$ cat src/sv/bf_pkg.sv
// Shared types and constants of the 3x3 box filter.
package bf_pkg;

  localparam int PIX_W      = 8;
  localparam int ROW_W      = 12;
  localparam int OCOL_W     = 10;
  localparam int FW_W       = 11;
  localparam int SUM_W      = 12;
  localparam int CFG_DATA_W = 12;
  localparam int CFG_IDX_W  = 2;
  localparam int FIFO_DEPTH = 8;
  localparam int MIN_SIZE   = 3;
  localparam int RESET_SIZE = 512;
  // floor(x/9) == (x*3641) >> 15 for every x up to 9*255
  localparam int DIV9_MUL   = 3641;
  localparam int DIV9_SHIFT = 15;
  localparam int MUL_W      = SUM_W + 12;

  typedef enum logic [CFG_IDX_W-1:0] {
    REG_FRAME_WIDTH  = 2'd0,
    REG_FRAME_HEIGHT = 2'd1
  } cfg_reg_t;

  typedef struct packed {
    logic [ROW_W-1:0]  row;
    logic [OCOL_W-1:0] col;
    logic              emit;
    logic              last;
  } pos_t;

  typedef struct packed {
    logic [PIX_W-1:0]  mean;
    logic [ROW_W-1:0]  row;
    logic [OCOL_W-1:0] col;
    logic              last;
  } res_t;

endpackage

$ cat src/sv/bf_ifs.sv


interface bf_res_if;
  import bf_pkg::*;
  logic              valid;
  logic              ready;
  logic [PIX_W-1:0]  mean_pixel;
  logic [ROW_W-1:0]  out_row;
  logic [OCOL_W-1:0] out_col;
  logic              frame_last;
  modport source (output valid, mean_pixel, out_row, out_col, frame_last, input ready);
  modport sink (input valid, mean_pixel, out_row, out_col, frame_last, output ready);
endinterface


$ cat src/sv/bf_out.sv
// Divide-by-nine stage, result queue and input credit of the box filter.
module bf_out (
  input  logic                     clk,
  input  logic                     rst,
  input  logic                     emit_accept,
  input  logic                     sum_valid,
  input  logic [bf_pkg::SUM_W-1:0] sum,
  input  bf_pkg::pos_t             sum_pos,
  output logic                     in_ready,
  bf_res_if.source                 res
);
  import bf_pkg::*;

  localparam int PW = $clog2(FIFO_DEPTH);
  localparam int NW = $clog2(FIFO_DEPTH + 1);

  logic [MUL_W-1:0] prod;
  logic             s3_valid;
  res_t             s3_res;
  res_t             fifo_mem [FIFO_DEPTH];
  logic [PW-1:0]    wr_ptr;
  logic [PW-1:0]    rd_ptr;
  logic [NW-1:0]    fill;
  logic [NW-1:0]    credit;
  logic             pop;
  res_t             head;

  assign prod     = MUL_W'(sum) * MUL_W'(DIV9_MUL);
  assign pop      = res.valid && res.ready;
  assign in_ready = credit < NW'(FIFO_DEPTH);
  assign head     = fifo_mem[rd_ptr];

  assign res.valid      = fill != '0;
  assign res.mean_pixel = head.mean;
  assign res.out_row    = head.row;
  assign res.out_col    = head.col;
  assign res.frame_last = head.last;

  always_ff @(posedge clk) begin
    s3_res.mean <= prod[DIV9_SHIFT +: PIX_W];
    s3_res.row  <= sum_pos.row;
    s3_res.col  <= sum_pos.col;
    s3_res.last <= sum_pos.last;
    if (s3_valid) begin
      fifo_mem[wr_ptr] <= s3_res;
    end
  end

  always_ff @(posedge clk) begin
    if (rst) begin
      s3_valid <= 1'b0;
      wr_ptr   <= '0;
      rd_ptr   <= '0;
      fill     <= '0;
      credit   <= '0;
    end else begin
      s3_valid <= sum_valid;
      if (s3_valid) begin
        wr_ptr <= PW'(wr_ptr + PW'(1));
      end
      if (pop) begin
        rd_ptr <= PW'(rd_ptr + PW'(1));
      end
      fill   <= fill + NW'(s3_valid) - NW'(pop);
      credit <= credit + NW'(emit_accept) - NW'(pop);
    end
  end

endmodule

$ cat src/flat_wrapper.sv
// flat-port wrapper written by rule: the top's interface ports become plain ports
module bf_out_flat import bf_pkg::*;
  (clk, rst, emit_accept, sum_valid, sum, sum_pos, in_ready, res_valid, res_mean_pixel, res_out_row, res_out_col, res_frame_last, res_ready);
  bf_res_if res_i ();
  input  logic clk;
  input  logic rst;
  input  logic emit_accept;
  input  logic sum_valid;
  input  logic [bf_pkg::SUM_W-1:0] sum;
  input  bf_pkg::pos_t sum_pos;
  output logic in_ready;
  output wire logic [$bits(res_i.valid)-1:0] res_valid;
  output wire logic [$bits(res_i.mean_pixel)-1:0] res_mean_pixel;
  output wire logic [$bits(res_i.out_row)-1:0] res_out_row;
  output wire logic [$bits(res_i.out_col)-1:0] res_out_col;
  output wire logic [$bits(res_i.frame_last)-1:0] res_frame_last;
  input wire logic [$bits(res_i.ready)-1:0] res_ready;
  assign res_valid = res_i.valid;
  assign res_mean_pixel = res_i.mean_pixel;
  assign res_out_row = res_i.out_row;
  assign res_out_col = res_i.out_col;
  assign res_frame_last = res_i.frame_last;
  assign res_i.ready = res_ready;
  bf_out u_core (.clk(clk), .rst(rst), .emit_accept(emit_accept), .sum_valid(sum_valid), .sum(sum), .sum_pos(sum_pos), .in_ready(in_ready), .res(res_i));
endmodule
$ cat config.mk
export PLATFORM = sky130hd
export DESIGN_NAME = bf_out_flat
export DESIGN_NICKNAME = d
export VERILOG_FILES = /design/src/sv/bf_pkg.sv /design/src/sv/bf_ifs.sv /design/src/sv/bf_out.sv /design/src/flat_wrapper.sv
export SDC_FILE = /design/constraint.sdc
export NUM_CORES = 1
export LEC_CHECK = 0
export BUFFER_PORTS_ARGS = -buffer_cell sky130_fd_sc_hd__buf_2
export CAP_MARGIN = 25
export CORE_UTILIZATION = 50
export CTS_BUF_LIST = sky130_fd_sc_hd__clkbuf_2 sky130_fd_sc_hd__clkbuf_4 sky130_fd_sc_hd__clkbuf_8
export DETAILED_ROUTE_END_ITERATION = 8
export PLACE_DENSITY_LB_ADDON = 0.3
export SLEW_MARGIN = 20
export SYNTH_ARGS = -nofsm -noshare
export SYNTH_HDL_FRONTEND = slang
export SYNTH_SLANG_ARGS = --single-unit
$ cat constraint.sdc
create_clock -name clk -period 5.3 [get_ports clk]
set_input_delay 1.325 -clock clk [delete_from_list [all_inputs] [get_ports clk]]
set_output_delay 1.325 -clock clk [all_outputs]
set_load 0.02 [all_outputs]
Word level (Yosys, flattened, before mapping). Memory sizes are Yosys's and may differ from the RTL's. A register that Yosys moved wholly into a read port is not among the register bits. Cells that the tools add are included.

Add/sub/neg operators: 6. $mul: 1. $lt $le $gt $ge: 1. Mux-type cells: 4. Reduce and logical (&&, ||, !) cells: 2.

Operators with widths (count): multiplier 12 x 12 -> 23 bit, second input constant (1); adder 4 x 1 -> 4 bit (2); subtractor 4 x 1 -> 4 bit (2); adder 3 x 1 -> 3 bit, second input constant (2); two-way mux 3 bit (2); < comparator 4 bit, second input constant (1); nonzero test 4 bit (1); two-way mux 1 bit (2); logical AND 1 bit (1).

Flip-flop bits (word level): 46. RAM bits: 248. Memories: 1.

Memories: u_core.fifo_mem (words 8, bits a word 31, rd ports 1, clocked after Yosys merged registers in 1, wr ports 1, RTL line bf_out.sv:20) `res_t fifo_mem [FIFO_DEPTH];`.

Logic depth before layout (Yosys ltp).
Word-level depth: 4. Depth in mapped cells: 17.

Least setup slack after synthesis. Ideal clock, no wire load.

Path kind: input -> register. Start: in sum[1] (netlist name). End: reg u_core.s3_res[28] (netlist name). Setup time: 0.079 ns. Data arrival time: 5.061 ns. Required time: 5.221 ns. Slack: 0.160 ns. Stages: 17. Cells stage by stage: inv_1 fa_1 inv_1 ha_1 inv_1 fa_1 inv_1 fa_1 inv_1 fa_1 inv_1 ha_1 nand4_1 nor3_2 o211ai_2 a2111o_1 o211ai_1.

Longest elaborated chain between the ends: 1.

Ends and longest elaborated chain: start, declared (RTL line flat_wrapper.sv:9) `input logic [bf_pkg::SUM_W-1:0] sum;`; multiplier 12 x 12 -> 23 bit (RTL line bf_out.sv:28) `assign prod = MUL_W'(sum) * MUL_W'(DIV9_MUL);`; net u_core.prod[20] (RTL line bf_out.sv:17) `logic [MUL_W-1:0] prod;`; end, declared (RTL line bf_out.sv:19) `res_t s3_res;`.

The timed path passes the listed nets, and every way through them passes these cells. A chain may end at the register's enable or synchronous reset.

Worst setup path in the final report.
Start: in sum[1] (netlist name). End: reg u_core.s3_res[27] (netlist name).

The elaborated chain is that of the path after synthesis.

==> flow_summary.json <==
{
  "pwr-share-clk_pct": 27.0,
  "cp.arrival_ns": 5.44,
  "period_needed_ns": 5.00,
  "io_buffers": 72,
  "gp_congestion": 0.822,
  "rsz0062_at_grt": "no",
  "critPathLaunchType": "input pin",
  "pwr-share-comb_pct": 32.6,
  "synth-edff-count": 248,
  "gr-usage-met3_pct": 3.02,
  "tightestPinTransition_ns": 1.03,
  "grt.busiest_layer": "met2",
  "synth.area.top_cells": "edfxtp_1 (57%), mux4_2 (11%), dfxtp_1 (7.5%), ha_1 (7.4%), fa_1 (4.8%)",
  "diodes": 0,
  "initial_core_util_pct": 51.3,
  "fin_nets": 1017,
  "num_vias": 6584,
  "synthArstFlopShare_pct": 0,
  "hold_viol_final": 0,
  "fp.coreArea_um2": 25400,
  "grt_pass1_wl_mm": 36.6,
  "die_h_um": 163,
  "drive_gt1_share_pct": 32.8,
  "crit_chain": "buf_2 > inv_1 > fa_1 > inv_1 > ha_1 > inv_1 > fa_1 > inv_1 > fa_1 > inv_1 > fa_1 > inv_1 > ha_1 > a21oi_1 > o211ai_1 > a21oi_1 > nand2_1 > o311ai_1",
  "cts_buffer_depth": 3,
  "internal_power_mw": 5.00,
  "yosys_warnings": 0,
  "finClkSkew_ns": 0.0102,
  "layout.cells.non_filler": 1235,
  "fmax_mhz": 200,
  "timing.critical_path.mode_cell": "inv_1",
  "drc": 0,
  "syn_inst": 736,
  "met2_usage_pct": 32.3,
  "slew_headroom_pct": 31.6,
  "drt_first_iter_violations": 445,
  "max-vdd-ir-drop_v": 0.000242,
  "die-area_um2": 26700,
  "cts_setup_buffers": 0,
  "syn_nets": 885,
  "status": "finished clean",
  "die_width_um": 163,
  "design.portCount": 74,
  "clock_sinks": 297,
  "final_util_pct": 58.8,
  "synthFlopType": "edfxtp_1",
  "clock-root-buffer": "clkbuf_8",
  "synth_top_area_share_pct": 57.2,
  "fin_crit_sh_pct": 94.4,
  "p_total_mw": 7.21,
  "leakagePower_nw": 5.60,
  "min_path_type": "flop to flop",
  "multi_input_area_um2": 4220,
  "regArea_um2": 8430,
  "max_cap_viol_count": 0,
  "timing.critical_path.required_ns": 5.73,
  "cpPeakStageDelay_ns": 0.54,
  "grt_pass1_vias": 7162,
  "row_count": 58,
  "setup_viol": 0,
  "cts.repair.resized": 0,
  "wl_per_cell_um": 18.8,
  "avgSynthCellArea_um2": 17.7,
  "synth_commonest_cells": "edfxtp_1 (248), inv_1 (82), ha_1 (77), mux4_2 (62), dfxtp_1 (49)",
  "switching_share_pct": 30.6,
  "dpl.cell_count": 1149,
  "h-tree-depth": 2,
  "numCtsBuffers": 47,
  "crit_path_end_kind": "flop",
  "powerDensity_nw_per_um2": 482,
  "switchingPower_mw": 2.20,
  "cts_tree": "yes",
  "seq_area_frac_synth_pct": 64.7,
  "yosys.area.top_type": "edfxtp_1",
  "critical-path-slowest-cell": "fa_1",
  "ctsHoldBuffers": 0,
  "path_max_fanout": 4,
  "clkLatencyLatePin_ns": 0.54,
  "holdWs_ns": 0.521,
  "slew_violations": 0,
  "grt_max_degree": 63,
  "area_growth_pct": 14.7,
  "antenna_found_initial": 0,
  "viasPerCell": 5.33,
  "first_pass_iters": 6,
  "grt_overflow": 0,
  "hpwl_mm": 14.5,
  "synthesis.area_um2": 13000,
  "track_usage_pct": 18.2,
  "yosysMostFrequentCell": "edfxtp_1",
  "routed_wl_mm": 23.2,
  "ant_nets": 0,
  "path_class": "input pin to flop",
  "clk_pin_slew_ns": 0.06,
  "fillCellCount": 1917,
  "p_seq_share_pct": 40.4,
  "yosys.cell_types.count": 47,
  "use_met1_pct": 22.0,
  "synth_seq_cells": 297
}
==> worst paths after layout <==
check | slack (ns) | cells after the start | startpoint | to
min reg2reg | 0.52 | 2 | u_core.rd_ptr[2]$_SDFFE_PP0P_ | u_core.rd_ptr[2]$_SDFFE_PP0P_
max | 0.30 | 18 | sum[1] | u_core.s3_res[27]$_DFF_P_
max reg2reg | 2.83 | 11 | u_core.fill[2]$_SDFF_PP0_ | u_core.credit[2]$_SDFF_PP0_
min | 0.52 | 2 | u_core.rd_ptr[2]$_SDFFE_PP0P_ | u_core.rd_ptr[2]$_SDFFE_PP0P_
==> area by class of cell <==
type	count	share of cell area, %
inverters	82	2.06
clock buffers	77	6.09
repair buffers	104	4.02
flip-flops and latches	297	56.4
multi-input cells	336	28.2
well taps	330	2.76
clock inverters	9	0.444
==> stage by stage <==
stage	setup TNS [ns]	worst slack (ns)	cell area (µm²)
3_3_place_gp	-0.917	-0.184	14000
3_5_place_dp	-1.39	-0.271	14000
5_1_grt	0	0.0755	14900
6_report	0	0.296	14900
2_1_floorplan	0	0.160	13000
4_1_cts	0	0.298	14900
==> critical path, delay by kind of cell <==
kind | cells | cell delay (ns)
adders and majority gates | 6 | 2.67
AOI/OAI and AO/OA | 4 | 0.89
buffers and inverters | 7 | 0.41
and+or+nand+nor | 1 | 0.14
==> layout by cell type (no fill, tap or decap), drive strengths merged, types with 2 or more instances in the layout <==
cell type  count
nor2          28
ha            77
inv           82
o21ai          6
a211o          2
xor2           8
buf          104
a211oi         4
mux2          31
and2           2
fa            31
mux4          62
edfxtp       248
nor3           5
a21o           4
o211ai         3
nor2b          6
nand3          3
clkbuf        77
mux2i          4
dfxtp         49
xnor2         10
clkinv         8
nand2b         4
nand4          2
nand2         14
a21oi         16
==> cell families after synthesis <==
group | synth area share (%)
DFF | 64.7
adders and majority gates | 12.2
buffers and inverters | 3.37
muxes | 13.7
and+or+nand+nor | 2.69
AOI/OAI and AO/OA | 2.17
xor gates and xnor gates | 1.21
==> routing by layer <==
layer	wire length, µm	vias to the layer above	share of wire [%]
met3	839	61	3.6
met5	0	-	0
met2	11900	146	51
li1	-	3042	-
met1	9860	3335	43
met4	650	0	2.8
==> flip-flops by register name, summed over array words and instances (netlist names), named ones only <==
register and count:
u_core.credit 4, u_core.s3_res 31, u_core.wr_ptr 3, u_core.fifo_mem 248, u_core.rd_ptr 3, u_core.fill 4, u_core.s3_valid 1
==> power groups by stage <==
stage	registers [mW]	clock network, mW	logic [mW]
finish	2.91	1.94	2.35
global route	2.95	2.09	2.64
CTS	2.92	1.99	2.38
detailed placement	2.97	0	2.35
global placement	2.95	0	2.27
floorplan	2.84	0	1.88
No activity file was read; power rests on OpenSTA's default activity.
