<file path="config.mk">
export PLATFORM = sky130hd
export DESIGN_NAME = bf_pos_flat
export DESIGN_NICKNAME = d
export VERILOG_FILES = /design/src/sv/bf_pkg.sv /design/src/sv/bf_ifs.sv /design/src/sv/bf_pos.sv /design/src/flat_wrapper.sv
export SDC_FILE = /design/constraint.sdc
export NUM_CORES = 1
export LEC_CHECK = 0
export BUFFER_PORTS_ARGS = -buffer_cell sky130_fd_sc_hd__buf_2
export CAP_MARGIN = 20
export CORE_UTILIZATION = 44
export CTS_CLUSTER_DIAMETER = 60
export CTS_CLUSTER_SIZE = 14
export DETAILED_ROUTE_END_ITERATION = 8
export PLACE_DENSITY = 0.62
export SETUP_SLACK_MARGIN = 0.4
export SYNTH_ARGS = -nofsm -noshare
export SYNTH_HDL_FRONTEND = slang
export SYNTH_SLANG_ARGS = --single-unit
</file>
<file path="constraint.sdc">
create_clock -name clk -period 10.25 [get_ports clk]
set_clock_uncertainty 0.15 [all_clocks]
set_input_delay 1.5375 -clock clk [delete_from_list [all_inputs] [get_ports clk]]
set_output_delay 1.5375 -clock clk [all_outputs]
set_load 0.05 [all_outputs]
</file>
<file path="src/sv/bf_pkg.sv">
// Shared types and constants of the 3x3 box filter.
package bf_pkg;

  localparam int PIX_W      = 8;
  localparam int ROW_W      = 12;
  localparam int OCOL_W     = 10;
  localparam int FW_W       = 11;
  localparam int SUM_W      = 12;
  localparam int CFG_DATA_W = 12;
  localparam int CFG_IDX_W  = 2;
  localparam int FIFO_DEPTH = 8;
  localparam int MIN_SIZE   = 3;
  localparam int RESET_SIZE = 512;
  // floor(x/9) == (x*3641) >> 15 for every x up to 9*255
  localparam int DIV9_MUL   = 3641;
  localparam int DIV9_SHIFT = 15;
  localparam int MUL_W      = SUM_W + 12;

  typedef enum logic [CFG_IDX_W-1:0] {
    REG_FRAME_WIDTH  = 2'd0,
    REG_FRAME_HEIGHT = 2'd1
  } cfg_reg_t;

  typedef struct packed {
    logic [ROW_W-1:0]  row;
    logic [OCOL_W-1:0] col;
    logic              emit;
    logic              last;
  } pos_t;

  typedef struct packed {
    logic [PIX_W-1:0]  mean;
    logic [ROW_W-1:0]  row;
    logic [OCOL_W-1:0] col;
    logic              last;
  } res_t;

endpackage

</file>
<file path="src/sv/bf_ifs.sv">


interface bf_cfg_if;
  import bf_pkg::*;
  logic                  valid;
  logic                  ready;
  logic [CFG_IDX_W-1:0]  index;
  logic [CFG_DATA_W-1:0] data;
  modport source (output valid, index, data, input ready);
  modport sink (input valid, index, data, output ready);
endinterface

</file>
<file path="src/sv/bf_pos.sv">
// Configuration registers and raster position counters of the 3x3 box filter.
module bf_pos #(
  parameter int MAX_WIDTH = 1024,
  localparam int CW = (MAX_WIDTH > 1) ? $clog2(MAX_WIDTH) : 1
) (
  input  logic              clk,
  input  logic              rst,
  bf_cfg_if.sink            cfg,
  input  logic              accept,
  input  logic              frame_start,
  output logic [CW-1:0]     col,
  output bf_pkg::pos_t      pos
);
  import bf_pkg::*;

  localparam int WW      = $clog2(MAX_WIDTH + 1);
  localparam int RESET_W = (RESET_SIZE > MAX_WIDTH) ? MAX_WIDTH : RESET_SIZE;

  logic [WW-1:0]    eff_width;
  logic [ROW_W-1:0] eff_height;
  logic [CW-1:0]    column_count;
  logic [CW-1:0]    column_count_next;
  logic [ROW_W-1:0] row_count;
  logic [ROW_W-1:0] row_count_next;

  logic [FW_W-1:0]    fw;
  logic [ROW_W-1:0]   fh;
  logic [CW-1:0]      c_a;
  logic [CW-1:0]      c_cur;
  logic [ROW_W-1:0]   r_a;
  logic [ROW_W-1:0]   r_cur;
  logic [ROW_W:0]     r_b;
  logic [ROW_W:0]     r_inc;
  logic [CW:0]        c_inc;
  logic [CW+OCOL_W-1:0] c_m1;
  logic               wrap;
  logic               row_end;

  assign cfg.ready = 1'b1;
  assign fw = cfg.data[FW_W-1:0];
  assign fh = cfg.data[ROW_W-1:0];

  always_ff @(posedge clk) begin
    if (rst) begin
      eff_width  <= WW'(RESET_W);
      eff_height <= ROW_W'(RESET_SIZE);
    end else if (cfg.valid) begin
      unique case (cfg_reg_t'(cfg.index))
        REG_FRAME_WIDTH: begin
          if (32'(fw) < 32'(MIN_SIZE)) begin
            eff_width <= WW'(MIN_SIZE);
          end else if (32'(fw) > 32'(MAX_WIDTH)) begin
            eff_width <= WW'(MAX_WIDTH);
          end else begin
            eff_width <= WW'(fw);
          end
        end
        REG_FRAME_HEIGHT: begin
          eff_height <= (32'(fh) < 32'(MIN_SIZE)) ? ROW_W'(MIN_SIZE) : fh;
        end
        default: begin
        end
      endcase
    end
  end

  always_comb begin
    c_a     = frame_start ? '0 : column_count;
    r_a     = frame_start ? '0 : row_count;
    wrap    = 32'(c_a) >= 32'(eff_width);
    c_cur   = wrap ? '0 : c_a;
    r_b     = {1'b0, r_a} + (ROW_W+1)'(wrap);
    r_cur   = (r_b >= {1'b0, eff_height}) ? '0 : r_b[ROW_W-1:0];
    c_inc   = {1'b0, c_cur} + (CW+1)'(1);
    row_end = 32'(c_inc) >= 32'(eff_width);
    r_inc   = {1'b0, r_cur} + (ROW_W+1)'(1);
    if (row_end) begin
      column_count_next = '0;
      row_count_next    = (r_inc >= {1'b0, eff_height}) ? '0 : r_inc[ROW_W-1:0];
    end else begin
      column_count_next = c_inc[CW-1:0];
      row_count_next    = r_cur;
    end
    c_m1     = (CW+OCOL_W)'(c_cur) - (CW+OCOL_W)'(1);
    col      = c_cur;
    pos.row  = r_cur - ROW_W'(1);
    pos.col  = c_m1[OCOL_W-1:0];
    pos.emit = (32'(c_cur) >= 32'd2) && (32'(r_cur) >= 32'd2);
    pos.last = (r_cur == eff_height - ROW_W'(1)) &&
               (32'(c_cur) == 32'(eff_width) - 32'd1);
  end

  always_ff @(posedge clk) begin
    if (rst) begin
      column_count <= '0;
      row_count    <= '0;
    end else if (accept) begin
      column_count <= column_count_next;
      row_count    <= row_count_next;
    end
  end

endmodule

</file>
<file path="src/flat_wrapper.sv">
// flat-port wrapper written by rule: the top's interface ports become plain ports
module bf_pos_flat import bf_pkg::*;
#(
  parameter int MAX_WIDTH = 1024,
  localparam int CW = (MAX_WIDTH > 1) ? $clog2(MAX_WIDTH) : 1
)
  (clk, rst, accept, frame_start, col, pos, cfg_valid, cfg_index, cfg_data, cfg_ready);
  bf_cfg_if cfg_i ();
  input  logic clk;
  input  logic rst;
  input  logic accept;
  input  logic frame_start;
  output logic [CW-1:0] col;
  output bf_pkg::pos_t pos;
  input wire logic [$bits(cfg_i.valid)-1:0] cfg_valid;
  input wire logic [$bits(cfg_i.index)-1:0] cfg_index;
  input wire logic [$bits(cfg_i.data)-1:0] cfg_data;
  output wire logic [$bits(cfg_i.ready)-1:0] cfg_ready;
  assign cfg_i.valid = cfg_valid;
  assign cfg_i.index = cfg_index;
  assign cfg_i.data = cfg_data;
  assign cfg_ready = cfg_i.ready;
  bf_pos #(.MAX_WIDTH(MAX_WIDTH)) u_core (.clk(clk), .rst(rst), .cfg(cfg_i), .accept(accept), .frame_start(frame_start), .col(col), .pos(pos));
endmodule
</file>
# After elaboration in Yosys (flattened, before gate mapping)
# Index checks and enable logic that the tools add are counted.
# W data, S select, Z words.
# totals
reg_bits,45
input_bits,19
output_inout_bits,35
word_cells,38
# op_classes
add_sub_neg,7
magnitude_cmp,9
n_eq_ne,3
n_mux,10
reduce_logical,5
# ops
cell,count
$mux W12,5
$eq A10 B32 Y1,1
$mux W10,3
$ge A13 B12 Y1,2
$sub A12 B1 Y12 const B,2
$mux W11,2
$add A12 B1 Y13,1
$add A12 B1 Y13 const B,1
$eq A12 B12 Y1,1
$ge A12 B2 Y1 const B,1
$lt A12 B2 Y1 const B,1
$sub A11 B1 Y12 const B,1
$add A10 B1 Y11 const B,1
$ge A10 B11 Y1,1
$ge A11 B11 Y1,1
$gt A11 B11 Y1 const B,1
$lt A11 B2 Y1 const B,1
$ge A10 B2 Y1 const B,1
$sub A10 B1 Y10 const B,1
$reduce_and A2 Y1,2
$eq A2 B1 Y1 const B,1
$logic_and A1 B1 Y1,2
$logic_not A2 Y1,1

# Depth between registers and ports, before layout
# logic_depth
ltp_word,9
ltp_mapped,37
ltp_nobuf,36

# Least setup slack after synthesis
# No wires, ideal clock.
# synth_timing
kind,input-to-output
from,input frame_start
to,output pos[0] (netlist bit)
arrival_ns,8.064
required_time_ns,8.562
slack_ns,0.498
stages,25
path_buffers,2
path_cell_list,buf_6 -> clkbuf_1 -> nor2b_1 -> ha_1 -> a211oi_1 -> o211ai_1 -> o2111a_1 -> nor2_1 -> clkinv_1 -> ha_1 -> ha_1 -> nand2_1 -> nor3_1 -> mux2i_1 -> ha_1 -> nand3_1 -> a2111oi_2 -> nor2_1 -> nand2_1 -> inv_1 -> ha_1 -> o211ai_1 -> a211oi_1 -> nand4_1 -> a2111oi_2
# synth_rtl
element,line_no,source
from (decl),flat_wrapper.sv:12,input logic frame_start;
to (decl),flat_wrapper.sv:14,output bf_pkg::pos_t pos;

==> metrics.md <==
| Metric | Value |
|---|---|
| Number of hold violations in the final report | `0` |
| Gpl congestion | `just over 0.9` |
| Largest incremental delay on the critical path | `roughly 0.52 ns` |
| Slew @ Worst Pin | `between 0.9 and 1 ns` |
| Required time reported for the critical path endpoint | `between 8 and 9 ns` |
| Number of sinks on the clock net | `45` |
| Clock-pin slew of the registers on the worst-case setup and hold paths | `roughly 0.060 ns` |
| Routed Antenna Nets | `0` |
| Classification of the worst-slack hold path | `reg -> reg` |
| Mapped Area | `4970 um^2` |
| End-of-flow core utilization | `roughly 50%` |
| Most used standard cells in the synthesized netlist | `sky130_fd_sc_hd__nor2_1 (72), sky130_fd_sc_hd__nand2_1 (70), sky130_fd_sc_hd__ha_1 (55)` |
| Initial core utilization | `45.5%` |
| Number of failing setup endpoints in the final timing report | `0` |
| Arr. time, crit path | `between 7 and 8 ns` |
| # port buffers | `52` |
| Category of the worst setup path launch point | `input pin` |
| Number of antenna violations at the first check in global routing | `0` |
| Register-to-register setup slack | `roughly 2.6 ns` |
| Synth unique cells | `72` |
| Clock insertion delay at the later pin of the skew report | `0.30 ns` |
| Number of nets in the synthesized netlist | `between 700 and 800` |
| ANT cells | `0` |
| Maximum VDD drop | `0.0000650 V` |
| Largest cells by area after synthesis | `sky130_fd_sc_hd__dfxtp_1 (18%), sky130_fd_sc_hd__ha_1 (14%), sky130_fd_sc_hd__xnor2_1 (7.7%)` |
| Final Power | `around 0.53 mW` |
| Vias in the first global route | `4823` |
| Final sum of negative setup slack | `0 ns` |
| Most instantiated flip-flop cell in the synthesis netlist | `sky130_fd_sc_hd__dfxtp_1` |
| Cell type with the largest total area after synthesis | `sky130_fd_sc_hd__dfxtp_1` |
| Power per standard cell area | `approximately 96 nW/um^2` |
| Max-Cap Viols | `0` |
| Number of enable flip-flop cells after synthesis | `0` |
| First-pass DRT Iterations | `5` |
| Number of buffer and inverter stages on the critical path | `8` |
| Global-route wire length before repair | `about 26 mm` |
| Post-route minimum period | `9.41 ns` |
| Worst Hold Margin | `0.335 ns` |
| Final routed DRC violation total | `0` |
| Yosys reg bits | `45` |
| Final HPWL from detailed placement | `approximately 13 mm` |
| Most frequently used cell type in the post-synthesis netlist | `sky130_fd_sc_hd__nor2_1` |
| Crit-path most repeated cell | `sky130_fd_sc_hd__ha_1` |
| Largest net degree at the start of global routing | `48` |
| Cell at the slowest stage of the critical path | `sky130_fd_sc_hd__or4_1` |
| Die boundary width | `about 110 um` |
| Via Count | `about 5300` |
| Worst rel slew slack | `between 30% and 40%` |
| DRT Wirelength | `~17 mm` |
| RSZ-0062 raised after global routing | `false` |
| Total gr overflow | `0` |
| DIE AREA | `11700 um^2` |
| Worst path top cell family by delay | `simple AND/OR/NAND/NOR gates` |
| Leakage | `between 2 and 2.5 nW` |
| Number of buffers created by CTS | `5` |
| Pins over their slew limit | `0` |
| Sequential area share after synthesis | `a little under a fifth` |
| Number of synthesis warnings | `0` |
| Cts hold-fix bufs | `0` |
| Synth Instances | `685` |
| Achievable frequency | `0.106 GHz` |
| Number of filler instances in the final layout | `1152` |
| Drt wl/cell | `19.3 um` |
| Proportion of register bits with asynchronous set or reset after synthesis | `0%` |
| Clock Tree Root | `sky130_fd_sc_hd__clkbuf_16` |
| Result of the run | `finished, final reports clean` |
| Total number of placement rows | `38` |
| Clock tree from TritonCTS | `yes` |
| Total routing resource utilization after global routing | `between 20% and 30%` |
| Post-route clock period utilization | `between 90% and 100%` |
| Overall die height | `approximately 110 um` |
| Vias/cell | `about 6` |
| H-Tree Level Count | `2` |
| Num ports | `between 50 and 60` |
| Post-synthesis average cell area | `about 7.3 um^2` |
| Layout cells sized above 1 | `12.7%` |
| Category of the most critical setup path | `in -> out` |
| Max Root-Sink Buffers | `2` |
| Fraction of synthesized cell area taken by the top area cell type | `18.1%` |
| Number of violations reported at the end of detailed-routing iteration 0 | `around 380` |
| Post-layout nets | `approximately 800` |
| Area of the core | `between 10000 and 15000 um^2` |
| Area growth syn-to-layout | `10.9%` |
| Type of destination of the critical path | `output pin` |
| Max Fanout on Critical Path | `21` |
## worst register-to-register path: cells and delay by family, from the launching register on
kind	cells	cell delay [ns]
DFF	1	0.55
xor gates and xnor gates	1	0.25
and+or+nand+nor	12	2.67
AOI/OAI and AO/OA	10	1.83
buffers and inverters	3	0.54
adders and majority gates	6	1.55
## report_power, final
group	leakage, nW	total [mW]	switching (mW)	internal (mW)
logic	1.89	0.183	0.127	0.0557
registers	0.365	0.184	0.00529	0.179
clock network	0.0631	0.165	0.0742	0.0905
total	2.32	0.531	0.206	0.325
## sequential cells by signal (all words and copies together) (netlist names)
name / cells
u_core.eff_width: 11
u_core.eff_height: 12
u_core.row_count: 12
u_core.column_count: 10
## repair_timing
item,CTS,global route
buffers inserted,0,0
endpoints found under the setup margin,0,18
endpoints found under the hold margin,0,0
resized for setup,0,4
## layout make-up
class                   count  area (um^2)  share of cell area (%)
clock buffers               6          129                    2.34
flip-flops and latches     45          901                    16.3
well taps                 140          175                    3.18
repair buffers             65          358                    6.49
clock inverters             2         15.0                   0.272
inverters                  43          161                    2.93
multi-input cells         563         3780                    68.5
## layer usage
layer  vias up  wire [um]  track usage, %
met5         -          0               0
met1      2495       7820            41.5
li1       2536          -               -
met3        22       1220            5.18
met4         0        279            8.11
met2       225       7390            45.5
## metrics by stage
step,worst slack [ns],cells,instance area (um^2)
final,0.835,864,5520
after global routing,0.403,864,5520
after CTS,0.525,864,5510
after detailed placement,0.551,856,5360
after global placement,0.811,856,5360
after floorplan,0.498,685,4970
## kinds of logic (layout without fill, tap and decap cells)
group           Yosys count  count (layout)  synth area share, %
simple gates            288             288                 29.2
xor+xnor                 59              59                 10.4
other cells               1               1               0.0754
compound gates          156             156                 21.4
flops                    45              45                 18.1
mux                       4               4                0.830
buf+inv                  77             116                 6.16
fa+ha+maj                55              55                 13.8
## final timing paths
check | startpoint | endpoint | cells after the start
worst max-delay path | frame_start | pos[0] | 31
worst min-delay path | u_core.eff_height[10]$_SDFFE_PP0P_ | u_core.eff_height[10]$_SDFFE_PP0P_ | 2
worst max register to register | u_core.column_count[6]$_SDFFE_PP0P_ | u_core.row_count[0]$_SDFFE_PP0P_ | 32
worst min register to register | u_core.eff_height[10]$_SDFFE_PP0P_ | u_core.eff_height[10]$_SDFFE_PP0P_ | 2
## cells in the final DEF, fill, tap and decap left out, types with 4 or more instances in the layout
cell type / instances
sky130_fd_sc_hd__inv_1: 40
sky130_fd_sc_hd__nor3_1: 18
sky130_fd_sc_hd__nor4_1: 12
sky130_fd_sc_hd__o211ai_1: 5
sky130_fd_sc_hd__o31ai_1: 6
sky130_fd_sc_hd__a211oi_1: 5
sky130_fd_sc_hd__and2_1: 6
sky130_fd_sc_hd__nand2b_1: 6
sky130_fd_sc_hd__a22oi_1: 16
sky130_fd_sc_hd__clkbuf_16: 5
sky130_fd_sc_hd__nor2_1: 71
sky130_fd_sc_hd__buf_4: 13
sky130_fd_sc_hd__nand4_1: 9
sky130_fd_sc_hd__and3_1: 6
sky130_fd_sc_hd__buf_2: 52
sky130_fd_sc_hd__ha_1: 55
sky130_fd_sc_hd__nand3_1: 35
sky130_fd_sc_hd__or4_1: 7
sky130_fd_sc_hd__xnor2_1: 44
sky130_fd_sc_hd__a21o_1: 7
sky130_fd_sc_hd__dfxtp_1: 45
sky130_fd_sc_hd__or2_2: 4
sky130_fd_sc_hd__nor2b_1: 15
sky130_fd_sc_hd__nand2_1: 69
sky130_fd_sc_hd__o21ai_0: 27
sky130_fd_sc_hd__a21oi_1: 51
sky130_fd_sc_hd__nor3b_1: 6
sky130_fd_sc_hd__xor2_1: 15
sky130_fd_sc_hd__or3_1: 7
No activity file was read; power rests on OpenSTA's default activity.
